**src/sv/irl_pkg.sv**
```systemverilog
// ----------------------------------------------------------------------------
// irl_pkg: shared types and constants for the IPv4 route lookup core
// Field widths, action codes, the transaction record that moves along the
// cell chain, and a mask bit-count helper.
// ----------------------------------------------------------------------------
`default_nettype none

package irl_pkg;

  // Default table depth
  localparam int TABLE_ENTRIES_DEF = 16;

  // Field widths
  localparam int IDX_W  = 4;
  localparam int ADDR_W = 32;
  localparam int PORT_W = 16;
  localparam int TTL_W  = 8;
  localparam int LEN_W  = 6;
  localparam int ACT_W  = 2;

  // Item kinds (carried on in_tuser)
  localparam logic MODE_WRITE = 1'b0;
  localparam logic MODE_ROUTE = 1'b1;

  // Result actions (carried on out_tuser)
  localparam logic [ACT_W-1:0] ACT_DISCARD = 2'd0;
  localparam logic [ACT_W-1:0] ACT_LOCAL   = 2'd1;
  localparam logic [ACT_W-1:0] ACT_FORWARD = 2'd2;
  localparam logic [ACT_W-1:0] ACT_NOROUTE = 2'd3;

  // One transaction travelling down the chain, with the best match so far
  typedef struct packed {
    logic              is_route;
    logic [IDX_W-1:0]  entry_index;
    logic [ADDR_W-1:0] entry_prefix;
    logic [ADDR_W-1:0] entry_mask;
    logic [LEN_W-1:0]  entry_len;
    logic [PORT_W-1:0] entry_port;
    logic              entry_is_local;
    logic [ADDR_W-1:0] dest;
    logic [TTL_W-1:0]  nttl;
    logic              found;
    logic [LEN_W-1:0]  best_len;
    logic              best_is_local;
    logic [PORT_W-1:0] best_port;
  } irl_item_t;

  // Ones in each nibble value
  localparam logic [2:0] NIB_ONES [16] = '{
    3'd0, 3'd1, 3'd1, 3'd2, 3'd1, 3'd2, 3'd2, 3'd3,
    3'd1, 3'd2, 3'd2, 3'd3, 3'd2, 3'd3, 3'd3, 3'd4
  };

  // Number of one bits in a 32-bit mask, summed nibble by nibble
  function automatic logic [LEN_W-1:0] mask_ones(input logic [ADDR_W-1:0] v);
    logic [LEN_W-1:0] n;
    n = '0;
    for (int k = 0; k < ADDR_W / 4; k++) begin
      n = n + LEN_W'(NIB_ONES[v[k*4 +: 4]]);
    end
    return n;
  endfunction

endpackage

`default_nettype wire

```
**src/sv/irl_cell.sv**
```systemverilog
// ----------------------------------------------------------------------------
// irl_cell: one route table slot in the lookup chain
// Holds a single route. A write transaction for this slot loads it; a route
// transaction compares its destination against it and takes it as the best
// match when the mask is at least as long. The transaction then moves on.
// ----------------------------------------------------------------------------
`default_nettype none

module irl_cell
  import irl_pkg::*;
#(
  parameter int CELL_IDX = 0
) (
  input  wire logic      clk,
  input  wire logic      rst_n,
  input  wire logic      adv,
  input  wire logic      in_valid,
  input  wire irl_item_t in_item,
  output logic           out_valid,
  output irl_item_t      out_item
);

  // Stored route
  logic              ent_v_r;
  logic [ADDR_W-1:0] ent_prefix_r;
  logic [ADDR_W-1:0] ent_mask_r;
  logic [LEN_W-1:0]  ent_len_r;
  logic [PORT_W-1:0] ent_port_r;
  logic              ent_is_local_r;

  // Transaction stage
  logic      item_v_r;
  irl_item_t item_r;
  irl_item_t item_nxt;

  logic hit;
  logic match;

  // Write aimed at this slot
  assign hit = in_valid && (in_item.is_route == MODE_WRITE) &&
               (int'(in_item.entry_index) == CELL_IDX);

  // Prefix compare and best-match update; later slots win ties
  assign match = ent_v_r &&
                 (((ent_prefix_r ^ in_item.dest) & ent_mask_r) == '0);

  always_comb begin
    item_nxt = in_item;
    if ((in_item.is_route == MODE_ROUTE) && match &&
        (!in_item.found || (ent_len_r >= in_item.best_len))) begin
      item_nxt.found         = 1'b1;
      item_nxt.best_len      = ent_len_r;
      item_nxt.best_is_local = ent_is_local_r;
      item_nxt.best_port     = ent_port_r;
    end
  end

  // Control state
  always_ff @(posedge clk) begin
    if (!rst_n) begin
      ent_v_r  <= 1'b0;
      item_v_r <= 1'b0;
    end else if (adv) begin
      item_v_r <= in_valid;
      if (hit) begin
        ent_v_r <= 1'b1;
      end
    end
  end

  // Payload
  always_ff @(posedge clk) begin
    if (adv) begin
      item_r <= item_nxt;
      if (hit) begin
        ent_prefix_r   <= in_item.entry_prefix;
        ent_mask_r     <= in_item.entry_mask;
        ent_len_r      <= in_item.entry_len;
        ent_port_r     <= in_item.entry_port;
        ent_is_local_r <= in_item.entry_is_local;
      end
    end
  end

  assign out_valid = item_v_r;
  assign out_item  = item_r;

endmodule

`default_nettype wire

```
**src/sv/ip_route_lookup_ttl_core.sv**
```systemverilog
// ----------------------------------------------------------------------------
// ip_route_lookup_ttl_core: IPv4 longest-prefix route lookup with TTL handling
//
// Input stream (in_*): in_tuser selects the transaction kind. A table write
// loads one route slot and returns nothing; a route transaction returns one
// result on the output stream (out_*) with the action on out_tuser.
// Transactions are taken on any cycle where in_tvalid and in_tready are high.
//
// The table is a chain of TABLE_ENTRIES cells, one route per cell. Every
// transaction walks the chain one cell per cycle while the chain advances,
// so writes and lookups keep their order. The chain registers it in each cell
// in turn, then in the output register; one transaction per cycle unless stalled.
//
// Reset clears every route valid bit and empties the chain. When the
// receiver stalls with a result pending, the whole chain holds and
// in_tready drops until the result is taken.
// ----------------------------------------------------------------------------
`default_nettype none

module ip_route_lookup_ttl_core
  import irl_pkg::*;
#(
  parameter int TABLE_ENTRIES = TABLE_ENTRIES_DEF
) (
  input  wire logic         clk,
  input  wire logic         rst_n,
  // in_tdata, low bit up: entry_index[3:0], entry_prefix[35:4],
  // entry_mask[67:36], entry_port[83:68], entry_local[84],
  // packet_dest[116:85], packet_ttl[124:117], zero fill[127:125]
  input  wire logic [127:0] in_tdata,
  // in_tuser: mode[0]
  input  wire logic         in_tuser,
  input  wire logic         in_tvalid,
  output logic              in_tready,
  // out_tdata, low bit up: out_port[15:0], new_ttl[23:16]
  output logic [23:0]       out_tdata,
  // out_tuser: action[1:0]
  output logic [ACT_W-1:0]  out_tuser,
  output logic              out_tvalid,
  input  wire logic         out_tready
);

  logic      adv;
  irl_item_t head_item;
  logic [TTL_W-1:0] in_ttl;

  logic      chain_valid [TABLE_ENTRIES+1];
  irl_item_t chain_item  [TABLE_ENTRIES+1];

  logic              out_valid_r;
  logic [ACT_W-1:0]  out_act_r;
  logic [PORT_W-1:0] out_port_r;
  logic [TTL_W-1:0]  out_ttl_r;
  logic [ACT_W-1:0]  out_act_nxt;
  logic [PORT_W-1:0] out_port_nxt;

  // Chain advances unless a result is stuck at the output
  assign adv       = !out_valid_r || out_tready;
  assign in_tready = adv;

  // Unpack input transaction, count mask ones, decrement TTL
  assign in_ttl = in_tdata[124:117];

  always_comb begin
    head_item                = '0;
    head_item.is_route       = in_tuser;
    head_item.entry_index    = in_tdata[3:0];
    head_item.entry_prefix   = in_tdata[35:4];
    head_item.entry_mask     = in_tdata[67:36];
    head_item.entry_len      = mask_ones(in_tdata[67:36]);
    head_item.entry_port     = in_tdata[83:68];
    head_item.entry_is_local = in_tdata[84];
    head_item.dest           = in_tdata[116:85];
    head_item.nttl           = (in_ttl == '0) ? '0 : in_ttl - TTL_W'(1);
  end

  assign chain_valid[0] = in_tvalid;
  assign chain_item[0]  = head_item;

  // Route cell chain
  for (genvar g = 0; g < TABLE_ENTRIES; g++) begin : g_cell
    irl_cell #(
      .CELL_IDX (g)
    ) u_cell (
      .clk       (clk),
      .rst_n     (rst_n),
      .adv       (adv),
      .in_valid  (chain_valid[g]),
      .in_item   (chain_item[g]),
      .out_valid (chain_valid[g+1]),
      .out_item  (chain_item[g+1])
    );
  end

  // Final decision from the best match
  always_comb begin
    out_port_nxt = '0;
    if (chain_item[TABLE_ENTRIES].nttl == '0) begin
      out_act_nxt = ACT_DISCARD;
    end else if (!chain_item[TABLE_ENTRIES].found) begin
      out_act_nxt = ACT_NOROUTE;
    end else if (chain_item[TABLE_ENTRIES].best_is_local) begin
      out_act_nxt = ACT_LOCAL;
    end else begin
      out_act_nxt  = ACT_FORWARD;
      out_port_nxt = chain_item[TABLE_ENTRIES].best_port;
    end
  end

  // Output register; table writes leave no result
  always_ff @(posedge clk) begin
    if (!rst_n) begin
      out_valid_r <= 1'b0;
    end else if (adv) begin
      out_valid_r <= chain_valid[TABLE_ENTRIES] &&
                     (chain_item[TABLE_ENTRIES].is_route == MODE_ROUTE);
    end
  end

  always_ff @(posedge clk) begin
    if (adv) begin
      out_act_r  <= out_act_nxt;
      out_port_r <= out_port_nxt;
      out_ttl_r  <= chain_item[TABLE_ENTRIES].nttl;
    end
  end

  assign out_tvalid = out_valid_r;
  assign out_tuser  = out_act_r;
  assign out_tdata  = {out_ttl_r, out_port_r};

  // Checks
  a_port_only_on_forward: assert property (@(posedge clk) disable iff (!rst_n)
    (out_tvalid && (out_tuser != ACT_FORWARD)) |-> (out_tdata[15:0] == '0))
    else $error("nonzero port on a result that does not forward");

  a_discard_iff_ttl_zero: assert property (@(posedge clk) disable iff (!rst_n)
    out_tvalid |-> ((out_tuser == ACT_DISCARD) == (out_tdata[23:16] == '0)))
    else $error("discard decision disagrees with new TTL");

  a_empty_after_reset: assert property (@(posedge clk)
    !rst_n |=> !out_tvalid)
    else $error("result pending right after reset");

endmodule

`default_nettype wire

```
**config.mk**
```make
export PLATFORM = sky130hd
export DESIGN_NAME = ip_route_lookup_ttl_core
export DESIGN_NICKNAME = d
export VERILOG_FILES = /design/src/sv/irl_pkg.sv /design/src/sv/irl_cell.sv /design/src/sv/ip_route_lookup_ttl_core.sv
export SDC_FILE = /design/constraint.sdc
export NUM_CORES = 2
export LEC_CHECK = 0
export BUFFER_PORTS_ARGS = -buffer_cell sky130_fd_sc_hd__clkbuf_2
export CAP_MARGIN = 30
export CORE_MARGIN = 10
export CORE_UTILIZATION = 33
export CTS_BUF_LIST = sky130_fd_sc_hd__clkbuf_4
export CTS_CLUSTER_SIZE = 24
export DETAILED_ROUTE_END_ITERATION = 12
export GPL_TIMING_DRIVEN = 0
export PLACE_DENSITY_LB_ADDON = 0.2
export SETUP_SLACK_MARGIN = 0.15
export SKIP_LAST_GASP = 1
export SLEW_MARGIN = 30
export SYNTH_ARGS = -nofsm -noshare
export SYNTH_HDL_FRONTEND = slang
export SYNTH_SLANG_ARGS = --single-unit
```
**constraint.sdc**
```tcl
create_clock -name clk -period 103.8 [get_ports clk]
set_input_delay 5.19 -clock clk [delete_from_list [all_inputs] [get_ports clk]]
set_output_delay 5.19 -clock clk [all_outputs]
set_load 0.02 [all_outputs]
```
==> report_table.html <==
<table>
<tr><th>Metric</th><th>Value</th></tr>
<tr><th colspan="2">Outcome</th></tr>
<tr><td>Result of the run</td><td>finished clean</td></tr>
<tr><th colspan="2">CTS</th></tr>
<tr><td>Post-CTS sizing</td><td>0</td></tr>
<tr><td>Setup bufs post-CTS</td><td>0</td></tr>
<tr><td>Max Buffers Root-to-Sink</td><td>4</td></tr>
<tr><td>Worst-skew pair later-pin latency</td><td>1.61 ns</td></tr>
<tr><td>Number of buffers created by CTS</td><td>943</td></tr>
<tr><td>CTS tree</td><td>yes</td></tr>
<tr><td>Clock root buffer</td><td>sky130_fd_sc_hd__clkbuf_4</td></tr>
<tr><td>H-tree levels</td><td>6</td></tr>
<tr><td>Clock slew at the register clock pins of the worst setup and hold paths</td><td>0.06 ns</td></tr>
<tr><td>TritonCTS Sinks</td><td>3818</td></tr>
<tr><td>Count of hold-fix buffers inserted at cts</td><td>0</td></tr>
<tr><th colspan="2">Yosys</th></tr>
<tr><td>Post-synthesis cell area</td><td>0.131 mm²</td></tr>
<tr><td>Post-synthesis adder-cell area fraction</td><td>0.0141</td></tr>
<tr><td>XOR/XNOR Fraction of Synth Area</td><td>0.0354</td></tr>
<tr><td>Async set or reset register ratio after synthesis</td><td>0</td></tr>
<tr><td>Simple-Gate Fraction of Synth Area</td><td>0.0133</td></tr>
<tr><td>Dominant synthesized flop cell</td><td>sky130_fd_sc_hd__edfxtp_1</td></tr>
<tr><td>Avg Inst Size Synth</td><td>22.8 µm²</td></tr>
<tr><td>Post-synthesis net count</td><td>between 6000 and 7000</td></tr>
<tr><td>Sequential fraction of the synthesis area</td><td>0.871</td></tr>
<tr><td>Number of flops mapped to enable cells by yosys</td><td>~3800</td></tr>
<tr><td>Number of standard cells after synthesis</td><td>around 5800</td></tr>
<tr><td>Post-synthesis compound-gate area fraction</td><td>0.0216</td></tr>
<tr><td>Number of synthesized register bits</td><td>3818</td></tr>
<tr><td>Number of distinct library cell variants in the gate-level netlist after synthesis</td><td>47</td></tr>
<tr><td>Dominant combinational cell family by area after synthesis</td><td>XOR/XNOR gates</td></tr>
<tr><td>Synthesis warning total</td><td>0</td></tr>
<tr><td>Share of synthesized area spent on multiplexers</td><td>0.0354</td></tr>
<tr><th colspan="2">Critical path</th></tr>
<tr><td>CP bufs+invs</td><td>6</td></tr>
<tr><td>Required time reported for the critical path endpoint</td><td>98.61 ns</td></tr>
<tr><td>Biggest cell delay along the critical path</td><td>around 0.54 ns</td></tr>
<tr><td>Family with the most delay on the worst path</td><td>buffers and inverters</td></tr>
<tr><td>Cell with the most instances on the worst path</td><td>sky130_fd_sc_hd__clkbuf_2</td></tr>
<tr><td>Library cell contributing the largest single delay on the critical path</td><td>sky130_fd_sc_hd__clkbuf_4</td></tr>
<tr><td>Setup crit start kind</td><td>input pin</td></tr>
<tr><td>Signal arrival time at the worst endpoint</td><td>7.30 ns</td></tr>
<tr><td>Internal reg-to-reg setup slack</td><td>roughly 99 ns</td></tr>
<tr><td>Kind of critical path</td><td>input pin to primary output</td></tr>
<tr><td>Critical Path Sink Type</td><td>primary output</td></tr>
<tr><td>Cell breakdown of the critical path</td><td>clkbuf_2 &gt; nor2b_1 &gt; clkbuf_1 &gt; clkinv_1 &gt; clkbuf_4 &gt; buf_12 &gt; clkbuf_2</td></tr>
<tr><td>Highest fanout seen on the critical path</td><td>38</td></tr>
<tr><th colspan="2">Finish</th></tr>
<tr><td>Final Cell Area</td><td>0.153 mm²</td></tr>
<tr><td>Filler-free cell count of the finished design</td><td>13100</td></tr>
<tr><td>Share of post-route cells with drive strength above 1</td><td>0.291</td></tr>
<tr><td>Number of nets in the final layout</td><td>7384</td></tr>
<tr><td>Most frequent cells in the layout</td><td>sky130_fd_sc_hd__edfxtp_1 (3785), sky130_fd_sc_hd__clkbuf_4 (1399), sky130_fd_sc_hd__xor2_1 (516)</td></tr>
<tr><td>Most common cell after layout, fill and taps aside</td><td>sky130_fd_sc_hd__edfxtp_1</td></tr>
<tr><td>Signed area change from the synthesized netlist to the final layout</td><td>16.8%</td></tr>
<tr><th colspan="2">Power</th></tr>
<tr><td>Worst vdd rail ir drop</td><td>0.00986 mV</td></tr>
<tr><td>Proportion of power drawn by the clock network</td><td>0.394</td></tr>
<tr><td>Internal power consumption</td><td>~2.4 mW</td></tr>
<tr><td>Switching share of power</td><td>0.210</td></tr>
<tr><td>Power per unit of standard cell area</td><td>19.9 mW/mm²</td></tr>
<tr><td>Share of power burned in registers</td><td>0.590</td></tr>
<tr><td>Power spent charging and discharging nets</td><td>641 µW</td></tr>
<tr><td>Leakage power summed over all cells</td><td>about 57 nW</td></tr>
<tr><td>Comb pwr share</td><td>0.016</td></tr>
<tr><th colspan="2">Place</th></tr>
<tr><td>HPWL after detailed placement</td><td>168000 µm</td></tr>
<tr><td>Post-Place Cells</td><td>11400</td></tr>
<tr><td>Placed Area</td><td>0.142 mm²</td></tr>
<tr><td>PortBufs</td><td>between 150 and 200</td></tr>
<tr><td>Final Wtd Congestion</td><td>0.752</td></tr>
<tr><td>Placement-stage worst setup slack</td><td>91.25 ns</td></tr>
<tr><th colspan="2">STA</th></tr>
<tr><td>Peak clock frequency supported by timing</td><td>0.0801 GHz</td></tr>
<tr><td>Slew at the pin with the worst max-slew slack</td><td>approximately 0.97 ns</td></tr>
<tr><td>Ratio of final minimum period to clock period</td><td>0.120</td></tr>
<tr><td>Worst setup skew after layout</td><td>0.214 ns</td></tr>
<tr><td>Unrepaired setup endpoints after global routing</td><td>no</td></tr>
<tr><td>Final hold viol count</td><td>0</td></tr>
<tr><td>Fin Setup TNS</td><td>0 ns</td></tr>
<tr><td>Post-route minimum period</td><td>12.49 ns</td></tr>
<tr><td>Setup-violating endpoint count in the final report</td><td>0</td></tr>
<tr><td>Worst slew slack as a fraction of its limit</td><td>0.354</td></tr>
<tr><td>Worst path setup slack after routing</td><td>91.31 ns</td></tr>
<tr><td>Final count of pins violating max slew</td><td>0</td></tr>
<tr><th colspan="2">Worst hold path</th></tr>
<tr><td>Worst hold-check path type</td><td>register to register</td></tr>
<tr><th colspan="2">Drt</th></tr>
<tr><td>Drt drc</td><td>0</td></tr>
<tr><td>DRC marker count from the first detailed-route iteration</td><td>2779</td></tr>
<tr><td>Overall via count from detail_route</td><td>53900</td></tr>
<tr><td>Count of TritonRoute iterations in the first routing pass</td><td>6</td></tr>
<tr><td>Final antenna-violating net count</td><td>0</td></tr>
<tr><td>Final routed wirelength across all metal layers</td><td>~240000 µm</td></tr>
<tr><td>Routed wire length per instance</td><td>between 15 and 20 µm</td></tr>
<tr><td>Detailed-route vias per instance</td><td>between 4 and 5</td></tr>
<tr><th colspan="2">Die</th></tr>
<tr><td>Starting density of the core</td><td>0.332</td></tr>
<tr><td>Standard cell core area</td><td>0.396 mm²</td></tr>
<tr><td>Area of the die</td><td>~0.42 mm²</td></tr>
<tr><td>Cell Rows</td><td>231</td></tr>
<tr><td>Die span in y</td><td>roughly 650 µm</td></tr>
<tr><td>Chip Width</td><td>651 µm</td></tr>
<tr><td>Boundary Pins</td><td>~160</td></tr>
<tr><th colspan="2">GRT</th></tr>
<tr><td>Total gr overflow</td><td>0</td></tr>
<tr><td>Wire length of the first global-routing pass</td><td>361000 µm</td></tr>
<tr><td>Initial antenna violation count</td><td>19</td></tr>
<tr><td>Overall fraction of global-route tracks in use</td><td>0.110</td></tr>
<tr><td>Maximum number of pins on one net before global-route repair</td><td>52</td></tr>
<tr><td>Vias in the first global route</td><td>just under 60000</td></tr>
<tr><th colspan="2">Job</th></tr>
<tr><td>Maxcap violations</td><td>0</td></tr>
</table>
-- routing by layer --
metal,wire (µm),up-vias,track usage
li1,-,26200,-
met1,98900,26100,0.132
met2,121000,1131,0.191
met3,10200,466,0.0275
met4,6960,16,0.0430
met5,97,-,0
-- registers in the layout, summed over array words and instances, names as in the netlist --
| register | cells |
|---|---|
| g_cell.u_cell.ent_is_local_r | 16 |
| out_tvalid | 1 |
| g_cell.u_cell.ent_v_r | 16 |
| g_cell.u_cell.ent_port_r | 256 |
| g_cell.u_cell.ent_prefix_r | 512 |
| out_port_r | 16 |
| out_ttl_r | 8 |
| g_cell.u_cell.out_valid | 16 |
| g_cell.u_cell.out_item | 2367 |
| out_tuser | 2 |
| g_cell.u_cell.ent_len_r | 96 |
| g_cell.u_cell.ent_mask_r | 512 |
-- stage by stage --
step	hold slack (ns)	utilization	power [mW]
2_1_floorplan	0.400	-	1.84
3_5_place_dp	0.405	0.357	1.89
5_1_grt	0.357	0.387	3.21
3_3_place_gp	0.402	0.350	1.88
6_report	0.351	0.387	3.05
4_1_cts	0.336	0.387	3.11
-- cells by family (layout without fill, tap and decap cells) --
kind of cell | count (synthesis) | count (layout)
compound gates | 384 | 384
xor+xnor | 531 | 531
fa+ha+maj | 138 | 138
buf+inv | 217 | 2264
flops | 3818 | 3818
mux | 347 | 347
other cells | 0 | 13
simple gates | 331 | 331
-- worst reg2reg max path, delay by kind of cell, from the launching register on --
family	cells	cell delay, ns
AND/OR/NAND/NOR	3	0.74
flip-flops	1	0.31
buffers and inverters	15	3.82
-- cell usage after synthesis (all sizes together), types with 3 or more instances --
master   count  area [µm²]
inv        167         627
nand4b       7        61.3
mux2i        8        80.1
a211oi      12        90.1
or4bb        3        33.8
or4b         4        40.0
a21boi      17         128
fa          17         340
o21bai       3        22.5
mux2       339        4570
a22o        17         149
a21o        25         188
o21a        16         120
and2        16         100
nand2       83         312
nor2        43         161
nand3       33         165
xnor2       15         131
a21oi       30         150
a2111oi     10        87.6
ha         121        1510
xor2       516        4520
o31ai       11        82.6
a222oi       6        60.1
or3         10        62.6
or4         15         113
clkbuf      19        71.3
nand4       47         294
nand2b      21         131
dfxtp       33         661
o21ai       17        85.1
nor3        32         160
edfxtp    3785      114000
buf         30         513
a221oi      17         149
a22oi      200        1500
and3        13        81.3
-- power groups by stage --
stage | Clock [mW] | Sequential, mW | Combinational [mW]
2_1_floorplan | 0 | 1.81 | 0.0243
3_3_place_gp | 0 | 1.83 | 0.0506
3_5_place_dp | 0 | 1.84 | 0.0509
4_1_cts | 1.26 | 1.80 | 0.0514
5_1_grt | 1.34 | 1.81 | 0.0533
6_report | 1.20 | 1.80 | 0.0475
-- cell type report --
class | instances | area (µm²)
Buffer | 49 | 589
Clock inverter | 247 | 1350
Sequential cell | 3818 | 114000
Clock buffer | 1398 | 10500
Multi-Input combinational cell | 1731 | 15800
Tap cell | 5242 | 6560
Inverter | 168 | 631
Antenna cell | 13 | 32.5
Timing Repair Buffer | 402 | 3580
Fill cell | 36000 | 243000
-- worst paths after layout --
path,start,to,cells after the start
setup / recovery,out_tready,in_tready,7
hold / removal,g_cell[1].u_cell.out_item[82]$_DFFE_PP_,g_cell[2].u_cell.ent_len_r[1]$_DFFE_PP_,0
setup reg to reg,out_tvalid$_SDFFE_PN0P_,g_cell[7].u_cell.ent_port_r[10]$_DFFE_PP_,18
hold reg to reg,g_cell[1].u_cell.out_item[82]$_DFFE_PP_,g_cell[2].u_cell.ent_len_r[1]$_DFFE_PP_,0
Note: power is estimated with default switching activity, not from simulation.
